### src/mdlr_pkg.sv
`default_nettype none
package mdlr_pkg;

  localparam int SAMPLE_W     = 32;
  localparam int MAX_CHANNELS = 8;
  localparam int CHAN_PORTS   = 8;
  localparam int CH_W         = $clog2(MAX_CHANNELS + 1);
  localparam int SUM_W        = SAMPLE_W + CH_W;
  localparam int DIV_CNT_W    = $clog2(SUM_W + 1);
  localparam int FIFO_DEPTH   = 16384;
  localparam int ADDR_W       = $clog2(FIFO_DEPTH);
  localparam int CNT_W        = 15;
  localparam int FRAC_W       = 27;
  localparam int POS_W        = 34;
  localparam int POS_INT_W    = POS_W - FRAC_W;
  localparam int STEP_W       = 32;
  localparam int DIFF_W       = SAMPLE_W + 1;
  localparam int PLO_W        = 16 + FRAC_W;
  localparam int PHI_W        = (DIFF_W - 16) + FRAC_W + 1;
  localparam int PROD_W       = DIFF_W + FRAC_W + 1;
  localparam int NORM_STEPS   = $clog2(SAMPLE_W);
  localparam int CFG_IDX_W    = 3;

  typedef enum logic [1:0] {
    FMT_PCM16 = 2'd0,
    FMT_PCM24 = 2'd1,
    FMT_PCM32 = 2'd2,
    FMT_F32   = 2'd3
  } fmt_e;

  typedef enum logic [CFG_IDX_W-1:0] {
    CFG_CAPTURE_FORMAT   = 3'd0,
    CFG_CAPTURE_CHANNELS = 3'd1,
    CFG_RENDER_FORMAT    = 3'd2,
    CFG_STEP_RATIO       = 3'd3,
    CFG_MAX_QUEUED       = 3'd4
  } cfg_idx_e;

  typedef enum logic [4:0] {
    ST_IDLE,
    ST_CAP_SUM,
    ST_CAP_WAIT,
    ST_CAP_PUSH,
    ST_R_TRIM,
    ST_R_DEBT0,
    ST_R_CHK,
    ST_R_RD0,
    ST_R_RD1,
    ST_R_MUL0,
    ST_R_MUL1,
    ST_R_MUL2,
    ST_R_MUL3,
    ST_R_ADV,
    ST_R_DEBT1,
    ST_R_ABS,
    ST_R_NORM,
    ST_ENC
  } top_st_e;

endpackage
`default_nettype wire

### src/mdlr_lane.sv
`default_nettype none
module mdlr_lane import mdlr_pkg::*; (
  input  wire logic                       clk_i,
  input  wire logic                       load_i,
  input  wire fmt_e                       fmt_i,
  input  wire logic [SAMPLE_W-1:0]        word_i,
  output logic signed [SAMPLE_W-1:0]      val_o
);

  logic signed [SAMPLE_W-1:0] val_d, val_q;
  logic                       sgn;
  logic [7:0]                 ex;
  logic [23:0]                man;
  logic signed [9:0]          sh;
  logic [4:0]                 nsh;
  logic [SAMPLE_W-1:0]        mag;
  logic                       sat;

  // decode to Q1.31: PCM16 and PCM24 left-justified, PCM32 as is, float32 with saturation; NaN and subnormals give zero
  always_comb begin
    sgn = word_i[31];
    ex  = word_i[30:23];
    man = {1'b1, word_i[22:0]};
    sh  = $signed({2'b00, ex}) - 10'sd119;
    nsh = 5'(-sh);
    mag = '0;
    sat = 1'b0;
    if (ex == 8'hFF && word_i[22:0] != '0) begin
      mag = '0;
    end else if (ex == 8'h00) begin
      mag = '0;
    end else if (ex == 8'hFF || sh > 10'sd8) begin
      sat = 1'b1;
    end else if (sh >= 10'sd0) begin
      mag = SAMPLE_W'(man) << sh[3:0];
    end else if (sh > -10'sd32) begin
      mag = SAMPLE_W'(man) >> nsh;
    end
    if (sat || (sgn && mag[31]) || (!sgn && mag[31])) begin
      mag = sgn ? 32'h8000_0000 : 32'h7FFF_FFFF;
      val_d = $signed(mag);
    end else begin
      val_d = sgn ? $signed(-mag) : $signed(mag);
    end
    unique case (fmt_i)
      FMT_PCM16: val_d = $signed({word_i[15:0], 16'h0000});
      FMT_PCM24: val_d = $signed({word_i[23:0], 8'h00});
      FMT_PCM32: val_d = $signed(word_i);
      FMT_F32:   val_d = val_d;
      default:   val_d = val_d;
    endcase
  end

  // hold the decoded word for the merge stage
  always_ff @(posedge clk_i) begin
    if (load_i) begin
      val_q <= val_d;
    end
  end

  assign val_o = val_q;

endmodule
`default_nettype wire

### config.mk
export PLATFORM = sky130hd
export DESIGN_NAME = mdlr_lane
export DESIGN_NICKNAME = d
export VERILOG_FILES = /design/src/mdlr_pkg.sv /design/src/mdlr_lane.sv
export SDC_FILE = /design/constraint.sdc
export NUM_CORES = 1
export LEC_CHECK = 0
export ABC_AREA = 1
export ABC_CLOCK_PERIOD_IN_PS = 3000
export CAP_MARGIN = 20
export CORE_MARGIN = 2
export CORE_UTILIZATION = 60
export DETAILED_ROUTE_END_ITERATION = 6
export DONT_BUFFER_PORTS = 1
export GPL_TIMING_DRIVEN = 0
export PLACE_DENSITY = 0.79
export SETUP_SLACK_MARGIN = 0.2
export SKIP_LAST_GASP = 1
export SLEW_MARGIN = 20
export SYNTH_ARGS = -nofsm -noshare
export SYNTH_HDL_FRONTEND = slang
export SYNTH_SLANG_ARGS = --single-unit
### constraint.sdc
create_clock -name clk_i -period 3 [get_ports clk_i]
set_input_delay 0.15 -clock clk_i [delete_from_list [all_inputs] [get_ports clk_i]]
set_output_delay 0.15 -clock clk_i [all_outputs]
set_load 0.005 [all_outputs]
* After elaboration in Yosys (flattened, before gate mapping) *
Index checks and enable logic that the tools add are counted.

word-level totals
  bits in registers = 32
  bits of input ports = 36
  output and inout bits = 32
  word-level logic and storage cells = 35

operators by class
  add/sub/neg operators = 3
  $lt $le $gt $ge = 3
  eq/ne operators = 4
  shift operators = 2
  mux-type cells = 12
  reduce and logical (&&, ||, !) cells = 10

operator list
  kind                                                                                 count
  32-bit 2-to-1 mux                                                                    8
  32-bit one-hot mux with 4 select lines                                               1
  32-bit negation                                                                      1
  24-bit by 4-bit left shift with 32-bit output                                        1
  24-bit by 5-bit >> shifter with 32-bit output                                        1
  23-bit nonzero test                                                                  1
  9-bit by 1-bit greater-or-equal comparator with 1-bit output, second input constant  1
  9-bit by 5-bit > comparator with 1-bit output, second input constant                 1
  9-bit by 6-bit > comparator with 1-bit output, second input constant                 1
  8-bit by 7-bit subtractor with 9-bit output, second input constant                   1
  8-bit equality test, second input constant                                           1
  8-bit logical NOT                                                                    1
  5-bit negation                                                                       1
  2-bit equality test, second input constant                                           2
  1-bit logical AND                                                                    3
  1-bit logical OR                                                                     3
  1-bit 2-to-1 mux                                                                     3
  2-bit by 1-bit equality test with 1-bit output, second input constant                1
  2-bit logical NOT                                                                    1
  1-bit logical NOT                                                                    1

* Depth between registers and ports, before layout *
  word-level depth = 13
  gate-level depth with buffers = 29

* Worst setup path before layout *
OpenSTA, ideal clock, no wires.

  path type = input -> register
  from = input port word_i[23]
  to = register val_q[30] (netlist: val_o[30]), data pin
  setup time = 0.263 ns
  arrival time = 2.804 ns
  required time = 2.737 ns
  setup slack = -0.067 ns
  cell stages on the path = 28
  cells stage by stage = buf_4 > inv_2 > buf_2 > ha_1 > inv_2 > nand2_1 > nand2_1 > buf_2 > nand2_1 > nand3_1 > nand2_1 > nand2_1 > nand2_1 > nand2_1 > inv_1 > nand2_1 > nand2_1 > nand3_1 > ha_1 > nand3_2 > nor2_1 > inv_1 > nor2_1 > nand2_1 > nand3_1 > nand3_1 > nand2_1 > nand4_1

on the way
  word-level cells in the longest chain between the ends = 13
  elaborated cells between the ends (all ways) = 27
  those cells by class = add/sub (3); order compare (3); eq/ne (1); shift (2); mux (11); reduce/logical (7)

RTL lines
  what                                                      line             text
  start: declaration                                        mdlr_lane.sv:6   input wire logic [SAMPLE_W-1:0] word_i,
  branches (longest 11 deep; another with 32-bit negation)  --
  32-bit 2-to-1 mux *                                       mdlr_lane.sv:39  if (sat || (sgn && mag[31]) || (!sgn && mag[31])) begin
  32-bit one-hot mux with 4 select lines *                  mdlr_lane.sv:45  unique case (fmt_i)
  net val_d[30]                                             mdlr_lane.sv:10  logic signed [SAMPLE_W-1:0] val_d, val_q;
  end signal: assignment                                    mdlr_lane.sv:57  val_q <= val_d;
  end: declaration                                          mdlr_lane.sv:10

Mark *: on every way through the listed nets, which the timed path passes.
A chain may end at the register's enable or synchronous reset.

* Worst setup path in the final report *
  from = input port word_i[23]
  to = register val_q[16] (netlist: val_o[16]), data pin

The elaborated chain is that of the path after synthesis.

==> impl_metrics.toml <==
[detailed_routing]
route.detailed.drc = 19
wl_met2_um = 11700
wire_per_inst_um = 20.8
drtIter0Drc = 1372
wl_um = 28000
drtPass1Iterations = 7
wl_met1_um = 9240
vias = 8986
ant_nets = 0
top_layer_used = "met4"
met3_wirelength_um = 4180
routed_via_density = 6.66

[clock_network]
clock_path_buffers = 2
cts_max_level = 2
root_buffer = "clkbuf_8"
cts_buffers = 5
clkSlewWorstSetupHoldPaths_ns = 0.06
cts.sinks = 32
cts_tree = "built"

[worst_setup_path]
required_ns = 3.00
cp.depth = 25
cp_common_cell = "nand3_2"
cp.buffers_inverters = 6
crit_path_max_incr_delay_ns = 0.33
cp_max_fo = 7
start_kind = "primary input"
crit_path_top_delay_cell = "ha_4"
critPathArrivalTime_ns = 3.40
crit_type = "in2reg"
crit_family = "simple AND/OR/NAND/NOR gates"
crit_path_end_kind = "flop"

[timing]
tightestPinTransition_ns = 0.673
rsz0062_at_grt = "true"
min_period_over_period_pct = 113
worst_slack_ns = -0.393
finalSetupViolations = 29
max_freq_ghz = 0.295
finalHoldViolations = 0
slew_headroom_pct = 55.2
fin_crit_ns = 3.39
slew_violations = 0
fin_tns_setup_ns = -4.86

[cells_and_area]
area_growth_pct = 28.7
diodes = 0
largest_reg_flops = 32
nNetsFinal = 1256
layout_commonest_cell = "nand2_1"
final_cell_mix = "nand2_1, nand3_1, nor2_1"
fin_area_sq_mm = 0.00770
nFillCells = 753
layout-drive-gt1-share_pct = 26.2

[placement]
pre_cts_ws_ns = -0.591
io_buffers = 0
postPlaceCellArea_sq_mm = 0.00621
gp_congestion = 1.07
dp_hpwl_um = 19200

[power]
p_switching_w = 0.00133
switching_share_pct = 50.8
ir_drop_mv = 0.256
comb_power_share_pct = 66.4
pwr-share-clk_pct = 11.5
p_seq_share_pct = 22.2
p_leak_nw = 3.85
p_int_w = 0.00128
p_per_area_mw_per_mm2 = 339
total_power_w = 0.00261

[floorplanning]
die_w_um = 104
rows = 36
io_pins = 68
initial_utilization_pct = 61.4
core_area_sq_mm = 0.00973
die_area_sq_mm = 0.0108
fp.dieH_um = 104

[outcome]
violations = "design-rule violations, negative setup slack"
status = "finished with violations"

[global_routing]
grt_use_total_pct = 43.9
grt_pass1_wl_um = 37600
grt_pass1_vias = 7207
antenna_found_initial = 0
gr-total-overflow = 0
grt_max_degree = 33

[logic_synthesis]
synth_area_leader_cell = "nand2_1"
synth-seq-area-share_pct = 16.1
syn_area_sq_mm = 0.00598
synth_top_area_share_pct = 32.3
yosysWarnings = 0
synthDistinctLibCells = 37
synth.avg_cell_area_sq_um = 5.13
synth.net_count = 1207
ys_top_cells_by_area = "nand2_1, edfxtp_1, nand3_1, nor2_1, inv_1"
syn_inst = 1166
ys_ff_latch = 32

[run]
drv_cap = 0

[hold_path]
min_path_type = "in2reg"
whs_path_depth = 2
==> cell type report <==
class	count	area [sq um]	share of cell area [%]
multi-input cells	992	5350	69.5
flip-flops and latches	32	961	12.5
plain buffers	61	434	5.64
repair buffers	41	379	4.93
inverters	82	325	4.23
well taps	133	166	2.16
clock buffers	7	76.3	0.992
clock inverters	1	3.75	0.0488
==> power by group through the flow <==
stage | sequential [W] | combinational, W | clock [W]
2_1_floorplan | 0.000582 | 0.000918 | 0
3_3_place_gp | 0.000588 | 0.00121 | 0
3_5_place_dp | 0.000589 | 0.00121 | 0
4_1_cts | 0.000579 | 0.00130 | 0.000299
5_1_grt | 0.000582 | 0.00183 | 0.000320
6_report | 0.000578 | 0.00173 | 0.000300
==> final timing paths <==
check	startpoint	slack (ns)	to
hold / removal	word_i[9]	0.07	val_o[17]
setup / recovery	word_i[23]	-0.39	val_o[16]
==> cell families (layout without fill, tap and decap cells) <==
family,count (synthesis),count (layout),synth area share (%)
AOI/OAI and AO/OA,106,106,10.1
adders and majority gates,5,5,1.05
buffers and inverters,143,192,10.6
DFF,32,32,16.1
and+or+nand+nor,880,881,62.2
==> synth_stat cells (all sizes together) <==
master and n:
a21oi 31, edfxtp 32, and2 5, nand3b 1
nand3 191, ha 5, nand4 31, a31oi 1
o211ai 7, nor3 3, a211oi 1, o21bai 2
inv 82, clkbuf 18, buf 43, nand2 527
o21ai 52, o21a 2, a221oi 1, o22ai 3
nor2 122, o31ai 1, o221ai 4, o2111ai 1
==> routing by layer <==
layer	vias to the layer above	global-route usage [%]
met2	903	67.0
met5	-	0
met3	278	7.80
met1	3894	55.7
li1	3911	-
met4	0	31.7
==> through the flow <==
stage	cells	utilization, %	hold WS, ns
after floorplan	1166	-	0.262
after global placement	1299	63.8	0.265
after detailed placement	1299	63.8	0.266
after CTS	1316	68.1	0.0838
after global routing	1349	79.1	0.0760
final	1349	79.1	0.0703
==> what timing repair did <==
| action | in CTS | in global routing |
|---|---|---|
| endpoints found under the setup margin | 32 | 31 |
| hold endpoints to repair | 32 | 0 |
| resized for setup | 83 | 231 |
| buffers inserted | 6 | 28 |
| cloned | 2 | 5 |
| pin swaps | 19 | 97 |
| hold buffers | 1 | 0 |
Note: power is estimated with default switching activity, not from simulation.
