===== config.mk =====
export PLATFORM = sky130hd
export DESIGN_NAME = mdlr_merge
export DESIGN_NICKNAME = d
export VERILOG_FILES = /design/src/mdlr_pkg.sv /design/src/mdlr_merge.sv
export SDC_FILE = /design/constraint.sdc
export NUM_CORES = 1
export LEC_CHECK = 0
export ABC_AREA = 1
export BUFFER_PORTS_ARGS = -buffer_cell sky130_fd_sc_hd__clkbuf_2
export CORE_MARGIN = 4
export CORE_UTILIZATION = 50
export DETAILED_ROUTE_END_ITERATION = 8
export GPL_ROUTABILITY_DRIVEN = 1
export GPL_TIMING_DRIVEN = 0
export PLACE_DENSITY = 0.71
export SKIP_LAST_GASP = 1
export SYNTH_ARGS = -nofsm -noshare
export SYNTH_HDL_FRONTEND = slang
export SYNTH_SLANG_ARGS = --single-unit

===== constraint.sdc =====
create_clock -name clk_i -period 3.5 [get_ports clk_i]
set_input_delay 0.35 -clock clk_i [delete_from_list [all_inputs] [get_ports clk_i]]
set_output_delay 0.35 -clock clk_i [all_outputs]
set_load 0.03 [all_outputs]

===== src/mdlr_pkg.sv =====
`default_nettype none
package mdlr_pkg;

  localparam int SAMPLE_W     = 32;
  localparam int MAX_CHANNELS = 8;
  localparam int CHAN_PORTS   = 8;
  localparam int CH_W         = $clog2(MAX_CHANNELS + 1);
  localparam int SUM_W        = SAMPLE_W + CH_W;
  localparam int DIV_CNT_W    = $clog2(SUM_W + 1);
  localparam int FIFO_DEPTH   = 16384;
  localparam int ADDR_W       = $clog2(FIFO_DEPTH);
  localparam int CNT_W        = 15;
  localparam int FRAC_W       = 27;
  localparam int POS_W        = 34;
  localparam int POS_INT_W    = POS_W - FRAC_W;
  localparam int STEP_W       = 32;
  localparam int DIFF_W       = SAMPLE_W + 1;
  localparam int PLO_W        = 16 + FRAC_W;
  localparam int PHI_W        = (DIFF_W - 16) + FRAC_W + 1;
  localparam int PROD_W       = DIFF_W + FRAC_W + 1;
  localparam int NORM_STEPS   = $clog2(SAMPLE_W);
  localparam int CFG_IDX_W    = 3;

  typedef enum logic [1:0] {
    FMT_PCM16 = 2'd0,
    FMT_PCM24 = 2'd1,
    FMT_PCM32 = 2'd2,
    FMT_F32   = 2'd3
  } fmt_e;

  typedef enum logic [CFG_IDX_W-1:0] {
    CFG_CAPTURE_FORMAT   = 3'd0,
    CFG_CAPTURE_CHANNELS = 3'd1,
    CFG_RENDER_FORMAT    = 3'd2,
    CFG_STEP_RATIO       = 3'd3,
    CFG_MAX_QUEUED       = 3'd4
  } cfg_idx_e;

  typedef enum logic [4:0] {
    ST_IDLE,
    ST_CAP_SUM,
    ST_CAP_WAIT,
    ST_CAP_PUSH,
    ST_R_TRIM,
    ST_R_DEBT0,
    ST_R_CHK,
    ST_R_RD0,
    ST_R_RD1,
    ST_R_MUL0,
    ST_R_MUL1,
    ST_R_MUL2,
    ST_R_MUL3,
    ST_R_ADV,
    ST_R_DEBT1,
    ST_R_ABS,
    ST_R_NORM,
    ST_ENC
  } top_st_e;

endpackage
`default_nettype wire


===== src/mdlr_merge.sv =====
`default_nettype none
module mdlr_merge import mdlr_pkg::*; (
  input  wire logic                          clk_i,
  input  wire logic                          rst_ni,
  input  wire logic                          start_i,
  input  wire logic                          silent_i,
  input  wire logic [CH_W-1:0]               n_i,
  input  wire logic signed [SAMPLE_W-1:0]    vals_i [MAX_CHANNELS],
  output logic                               done_o,
  output logic [SAMPLE_W-1:0]                mono_o
);

  logic signed [SUM_W-1:0] sum_d, sum_q;
  logic                    abs_q, neg_q, done_q;
  logic [SUM_W-1:0]        quo_q;
  logic [CH_W-1:0]         rem_q;
  logic [DIV_CNT_W-1:0]    cnt_q;
  logic [CH_W:0]           trial;
  logic                    ge;

  // add the active lanes
  always_comb begin
    sum_d = '0;
    for (int i = 0; i < MAX_CHANNELS; i++) begin
      if (CH_W'(i) < n_i && !silent_i) begin
        sum_d = sum_d + SUM_W'(vals_i[i]);
      end
    end
  end

  assign trial = {rem_q, quo_q[SUM_W-1]};
  assign ge    = trial >= {1'b0, n_i};

  // sum, take magnitude, then divide one quotient bit per cycle
  always_ff @(posedge clk_i or negedge rst_ni) begin
    if (!rst_ni) begin
      abs_q  <= 1'b0;
      cnt_q  <= '0;
      done_q <= 1'b0;
    end else begin
      done_q <= 1'b0;
      if (start_i) begin
        abs_q <= 1'b1;
      end else if (abs_q) begin
        abs_q <= 1'b0;
        cnt_q <= DIV_CNT_W'(SUM_W);
      end else if (cnt_q != '0) begin
        cnt_q <= cnt_q - 1'b1;
        if (cnt_q == DIV_CNT_W'(1)) begin
          done_q <= 1'b1;
        end
      end
    end
  end

  always_ff @(posedge clk_i) begin
    if (start_i) begin
      sum_q <= sum_d;
    end else if (abs_q) begin
      neg_q <= sum_q[SUM_W-1];
      quo_q <= sum_q[SUM_W-1] ? SUM_W'(-sum_q) : SUM_W'(sum_q);
      rem_q <= '0;
    end else if (cnt_q != '0) begin
      rem_q <= ge ? CH_W'(trial - {1'b0, n_i}) : trial[CH_W-1:0];
      quo_q <= {quo_q[SUM_W-2:0], ge};
    end
  end

  assign done_o = done_q;
  assign mono_o = neg_q ? SAMPLE_W'(~quo_q + 1'b1) : quo_q[SAMPLE_W-1:0];

endmodule
`default_nettype wire


Word level (Yosys, flattened, before mapping)
Cells that the tools add are included.
{"block": "totals", "reg_bits": 85, "input_bits": 264}
{"block": "classes", "addsub": 11, "n_lt_le_gt_ge": 9, "n_eq_ne": 1, "muxes": 21, "n_bitwise": 2, "reduce_logical": 13}
{"op": "$mux 36", "n": 11}
{"op": "$add 36x32->36", "n": 7}
{"op": "$neg 36->36", "n": 1}
{"op": "$add 32x1->32 const B", "n": 1}
{"op": "$mux 32", "n": 1}
{"op": "$not 32->32", "n": 1}
{"op": "$lt 3x4->1 const A", "n": 4}
{"op": "$mux 6", "n": 2}
{"op": "$logic_and 1x1->1", "n": 8}
{"op": "$lt 1x4->1 const A", "n": 2}
{"op": "$lt 2x4->1 const A", "n": 2}
{"op": "$mux 4", "n": 2}
{"op": "$eq 6x1->1 const B", "n": 1}
{"op": "$reduce_bool 6->1", "n": 1}
{"op": "$sub 6x1->6 const B", "n": 1}
{"op": "$ge 5x4->1", "n": 1}
{"op": "$mux 1", "n": 5}
{"op": "$reduce_and 2->1", "n": 2}
{"op": "$sub 4x4->4", "n": 1}
{"op": "$reduce_bool 2->1", "n": 1}
{"op": "$logic_not 1->1", "n": 1}
{"op": "$not 1->1", "n": 1}

Longest topological paths before layout
{"block": "depth", "word_depth": 17, "depth_mapped": 90, "depth_no_buf": 90}

Worst setup path after synthesis
OpenSTA, ideal clock, no wires.
{"block": "synth_timing", "kind": "input to register", "start": "in n_i[1]", "end": "reg sum_q[35] (data pin)", "setup_time_ps": 253, "arrival_ps": 11023, "required_ps": 3247, "setup_slack_ps": -7776, "cell_stages": 82, "path_cell_list": "nor2_4 -> nand2_8 -> nand2_8 -> clkbuf_1 -> clkbuf_1 -> nor2_1 -> ha_1 -> nand2_1 -> inv_1 -> nand2_1 -> nand2_1 -> inv_1 -> nand2_4 -> xor2_1 -> nand2_1 -> nand2_1 -> ha_1 -> nand2_1 -> [... 46 more ...] -> nand2_1 -> nand2_1 -> nand4_1 -> nand2_1 -> or2_2 -> nand3_1 -> nand2_2 -> ha_1 -> inv_1 -> nor3_1 -> nand2_1 -> nor4_1 -> nand3_1 -> o2111ai_1 -> or2_2 -> nand3_1 -> nand3_1 -> nand2_1"}
{"block": "synth_via", "elab_chain_cells": 17, "elab_cells_between_ends": 31}
{"element": "start, declared", "line_no": "mdlr_merge.sv:7", "source": "input wire logic [CH_W-1:0] n_i,"}
{"element": "$lt 1x4->1", "line_no": "mdlr_merge.sv:25", "source": "if (CH_W'(i) < n_i && !silent_i) begin"}
{"element": "$logic_and 1x1->1", "line_no": "mdlr_merge.sv:25"}
{"element": "$mux 36", "line_no": "mdlr_merge.sv:25"}
{"element": "$add 36x32->36", "line_no": "mdlr_merge.sv:26", "source": "sum_d = sum_d + SUM_W'(vals_i[i]);"}
{"element": "$mux 36", "line_no": "mdlr_merge.sv:25"}
{"element": "$add 36x32->36", "line_no": "mdlr_merge.sv:26"}
{"element": "$mux 36", "line_no": "mdlr_merge.sv:25"}
{"element": "$add 36x32->36", "line_no": "mdlr_merge.sv:26"}
{"element": "[... 2 more ...]"}
{"element": "$mux 36", "line_no": "mdlr_merge.sv:25"}
{"element": "$add 36x32->36", "line_no": "mdlr_merge.sv:26"}
{"element": "$mux 36", "line_no": "mdlr_merge.sv:25"}
{"element": "$add 36x32->36", "line_no": "mdlr_merge.sv:26"}
{"element": "$mux 36", "line_no": "mdlr_merge.sv:25"}
{"element": "$add 36x32->36", "line_no": "mdlr_merge.sv:26"}
{"element": "$mux 36 (*)", "line_no": "mdlr_merge.sv:25"}
{"element": "net sum_d[35]", "line_no": "mdlr_merge.sv:13", "source": "logic signed [SUM_W-1:0] sum_d, sum_q;"}
{"element": "end signal, assigned", "line_no": "mdlr_merge.sv:58", "source": "sum_q <= sum_d;"}
{"element": "end, declared", "line_no": "mdlr_merge.sv:13"}
Mark *: on every way through the listed nets, which the timed path passes. The rest lies on a longest branch.
A chain may end at the register's enable or synchronous reset.

Final worst setup path
{"block": "layout_timing", "start": "in n_i[0]", "end": "reg sum_q[35] (data pin)"}
The elaborated chain is that of the path after synthesis.

==> metrics.txt <==
reg-to-reg endpoint=quo_q[34]$_DFFE_PP_; fin nets=roughly 5.0k; async set-reset flop share out of synthesis=approximately a tenth; total number of yosys warnings=0; number of synthesized flops with an enable pin=77; outcome=complete, but fails checks; H-tree levels=3; Startpoint Class=input pin; Synth Area in Adders=14.8%; GRT overflow=0; Synthesized Nets=about 4.2k; register area=between 0.002 and 0.003 sq mm; R2R setup slack=around 0.44 ns; Pwr Total=about 24000 uW; pins over their slew limit=0; Multi-input gate area=0.0240 sq mm; Tightest Pin Transition=approximately 0.95 ns; combinational share of power=88.1%; first-pass GRT wire length=between 100000 and 150000 um; DR vias=between 20k and 30k; DP Area=around 0.027 sq mm; fraction of synthesized area in multiplexers=less than 1%; worst min-delay path category=in -> async; Primary FF master, synth=edfxtp_1; compound-gate portion of the synthesized area=between 20% and 30%; Syn-to-layout area delta=53.5%; Worst path slowest cell=fa_2; PwrDens=698 mW/mm^2; Die X=~220 um; Leak=~0.016 uW; Worst Path Required=approximately 3.6 ns; Place WS=-9.47 ns; most used cell, CP=nand2_1; Synth Instances=approximately 3.7k; GPL Wtd Cong=between 1 and 1.5; fin crit share=335%; post-synthesis simple-gate area fraction=a little over a third; Fillers=about 3.2k; Worst-path clk slew=around 0.060 ns; CP endpoint kind=flop; drt drc=0; 1st-iter DRT viols=approximately 3k; Clock Skews=approximately 0.012 ns; initial antenna violation count=3; Die ar.=0.0484 sq mm; flops & latches, synth=between 80 and 90; Clk Latency, worst-skew pair=0.33 ns; Core Box Area=about 0.044 sq mm; Slowest Stage Delay on Critical Path=roughly 0.37 ns; Netlist cell types=between 60 and 70; Setup CP Type=in -> reg; initial core utilization=approximately half; CTS tree=yes; Synth Area per Inst=roughly 6 sq um; DIE HEIGHT=about 220 um; GRT Total Usage=a little under two fifths; sequential area share after synthesis=11.2%; XOR/XNOR Fraction of Synth Area=7.99%; largest family of logic cells by synthesized area=simple AND/OR/NAND/NOR gates; Rows=just under 80; largest net degree at the start of global routing=43; Hold Slack=0.396 ns; clock root buffer=clkbuf_16; Worst Reg-to-Reg Cells=14; layout cells sized above 1=a little over two fifths; max-cap viol count=0; WP data arrival=roughly 12 ns; WL/cell=just over 20 um; Peak Freq=85.2 MHz; Clock Tree Buf Depth=2; DP Wirelength=between 70000 and 80000 um; switching pwr=12700 uW; vias per cell=just under 6; vias in the first global route=26.9k; clock power share=between 3 and 4%; Crit Reg-Reg Startpoint=sum_q[0]$_DFFE_PP_; Final min period=about 12 ns; total CTS buffers=9; DRT Pass-1 Iters=6; switching share of power=approximately 53%; # IOs=297; Worst Slack Setup Final=-8.23 ns; Routed Antenna Nets=0; Seq pwr share=approximately 8.1%; max_slew headroom=approximately 36%; I/O Buffers=296; Crit Path Max Fanout=6; Sink Count=between 80 and 90; Post-Syn Area=roughly 0.022 sq mm; failing checks=setup timing; Hold Fails Final Rpt=0; Max IR drop VDD=around 600 uV; Internal=about 11000 uW; cell area after layout=between 0.03 and 0.04 sq mm; unrepaired setup endpoints after global routing=true; detailed-route wire length=~100000 um; Final setup viols=36
-- Yosys cell counts, types with 23 or more instances --
cell type / count / area, sq um
nor2_1: 346 / 1300
clkbuf_1: 35 / 131
nor3_1: 49 / 245
nand3_1: 250 / 1250
xnor2_1: 87 / 762
nand2_1: 981 / 3680
a21o_1: 23 / 173
ha_1: 252 / 3150
o21ai_0: 219 / 1100
edfxtp_1: 77 / 2310
o21a_1: 24 / 180
o21ai_2: 28 / 245
o21ai_1: 30 / 150
a21oi_1: 307 / 1540
nor4_1: 26 / 163
a31oi_1: 36 / 225
nand4_1: 31 / 194
nand2_2: 25 / 156
xor2_1: 118 / 1030
inv_1: 458 / 1720
or2_2: 51 / 319
and2_1: 25 / 156
-- metal layers --
| layer | vias up | wire length (um) | track usage, % | share of wire, % |
|---|---|---|---|---|
| li1 | 13878 | - | - | - |
| met2 | 1670 | 46400 | 60.9 | 45 |
| met4 | 4 | 7250 | 17.3 | 7.0 |
| met3 | 446 | 8970 | 4.38 | 8.6 |
| met1 | 13765 | 41100 | 49.9 | 40 |
| met5 | - | 26 | 0 | 0.025 |
-- flip-flops by register name (all words and copies together), names as in the netlist --
signal / cells
quo_q: 36
rem_q: 4
done_o: 1
sum_q: 36
cnt_q: 6
abs_q: 1
neg_q: 1
-- critical path: cells and delay by family --
kind	cells	cell delay, ns
and+or+nand+nor	50	5.81
adders and majority gates	8	2.21
AOI/OAI and AO/OA	10	1.60
buffers and inverters	14	1.21
xor gates and xnor gates	4	0.59
-- area by class of cell --
class | instances | share of cell area [%]
Clock inverter | 2 | 0.0399
Buffer | 68 | 1.10
Timing Repair Buffer | 699 | 13.7
Sequential cell | 85 | 7.29
Tap cell | 592 | 2.15
Antenna cell | 1 | 0.00726
Clock buffer | 14 | 0.831
Multi-Input combinational cell | 3098 | 69.7
Inverter | 475 | 5.21
-- worst max path at each step --
stage / start / to / slack [ns]
after global routing: n_i[0] / sum_q[35]$_DFFE_PP_ / -8.73
after floorplan: n_i[0] / sum_q[35]$_DFFE_PP_ / -6.70
after detailed placement: n_i[1] / sum_q[35]$_DFFE_PP_ / -9.47
final: n_i[0] / sum_q[35]$_DFFE_PP_ / -8.23
after CTS: n_i[1] / sum_q[35]$_DFFE_PP_ / -7.75
after global placement: n_i[1] / sum_q[35]$_DFFE_PP_ / -9.35
-- placed cells by master, fill, tap and decap left out, types with 34 or more instances in the layout --
cell type and count:
a21oi_1 132, a21oi_2 129, a21oi_4 53, buf_4 382
clkbuf_1 35, clkbuf_2 290, edfxtp_1 77, ha_1 86
ha_4 154, inv_1 403, inv_2 69, nand2_1 784
nand2_2 161, nand2_4 69, nand3_1 209, nand3_2 53
nor2_1 254, nor2_2 55, nor2_4 42, o21ai_0 125
o21ai_1 56, o21ai_2 66, or2_2 34, xnor2_1 70
xor2_1 109
-- cells by family after synthesis --
logic type,after synthesis
simple gates,1851
compound gates,778
buf+inv,543
fa+ha+maj,260
xor+xnor,205
flops,85
mux,3
-- power by group through the flow --
stage	sequential, uW	combinational (uW)	clock [uW]
global placement	1930	13900	0
floorplan	1850	10700	0
finish	1950	21200	923
detailed placement	1930	13900	0
CTS	1920	17600	929
global route	1990	22500	979
-- through the flow --
step                      util [%]  instances  TNS (ns)
after floorplan                  -       3725   -175.46
after global placement        60.0       4613   -249.51
after detailed placement      60.0       4613   -249.91
after CTS                     71.4       4945   -208.86
after global routing          77.8       5033   -235.78
final                         77.8       5034   -223.99
-- repair_timing --
action / in CTS / in global routing
endpoints found under the setup margin: 43 / 50
setup buffers: 316 / 122
gates cloned: 1 / 0
pin swaps: 239 / 268
endpoints found under the hold margin: 8 / 0
hold buffers: 1 / 0
gates resized for setup: 556 / 470
No activity file was read; power rests on OpenSTA's default activity.
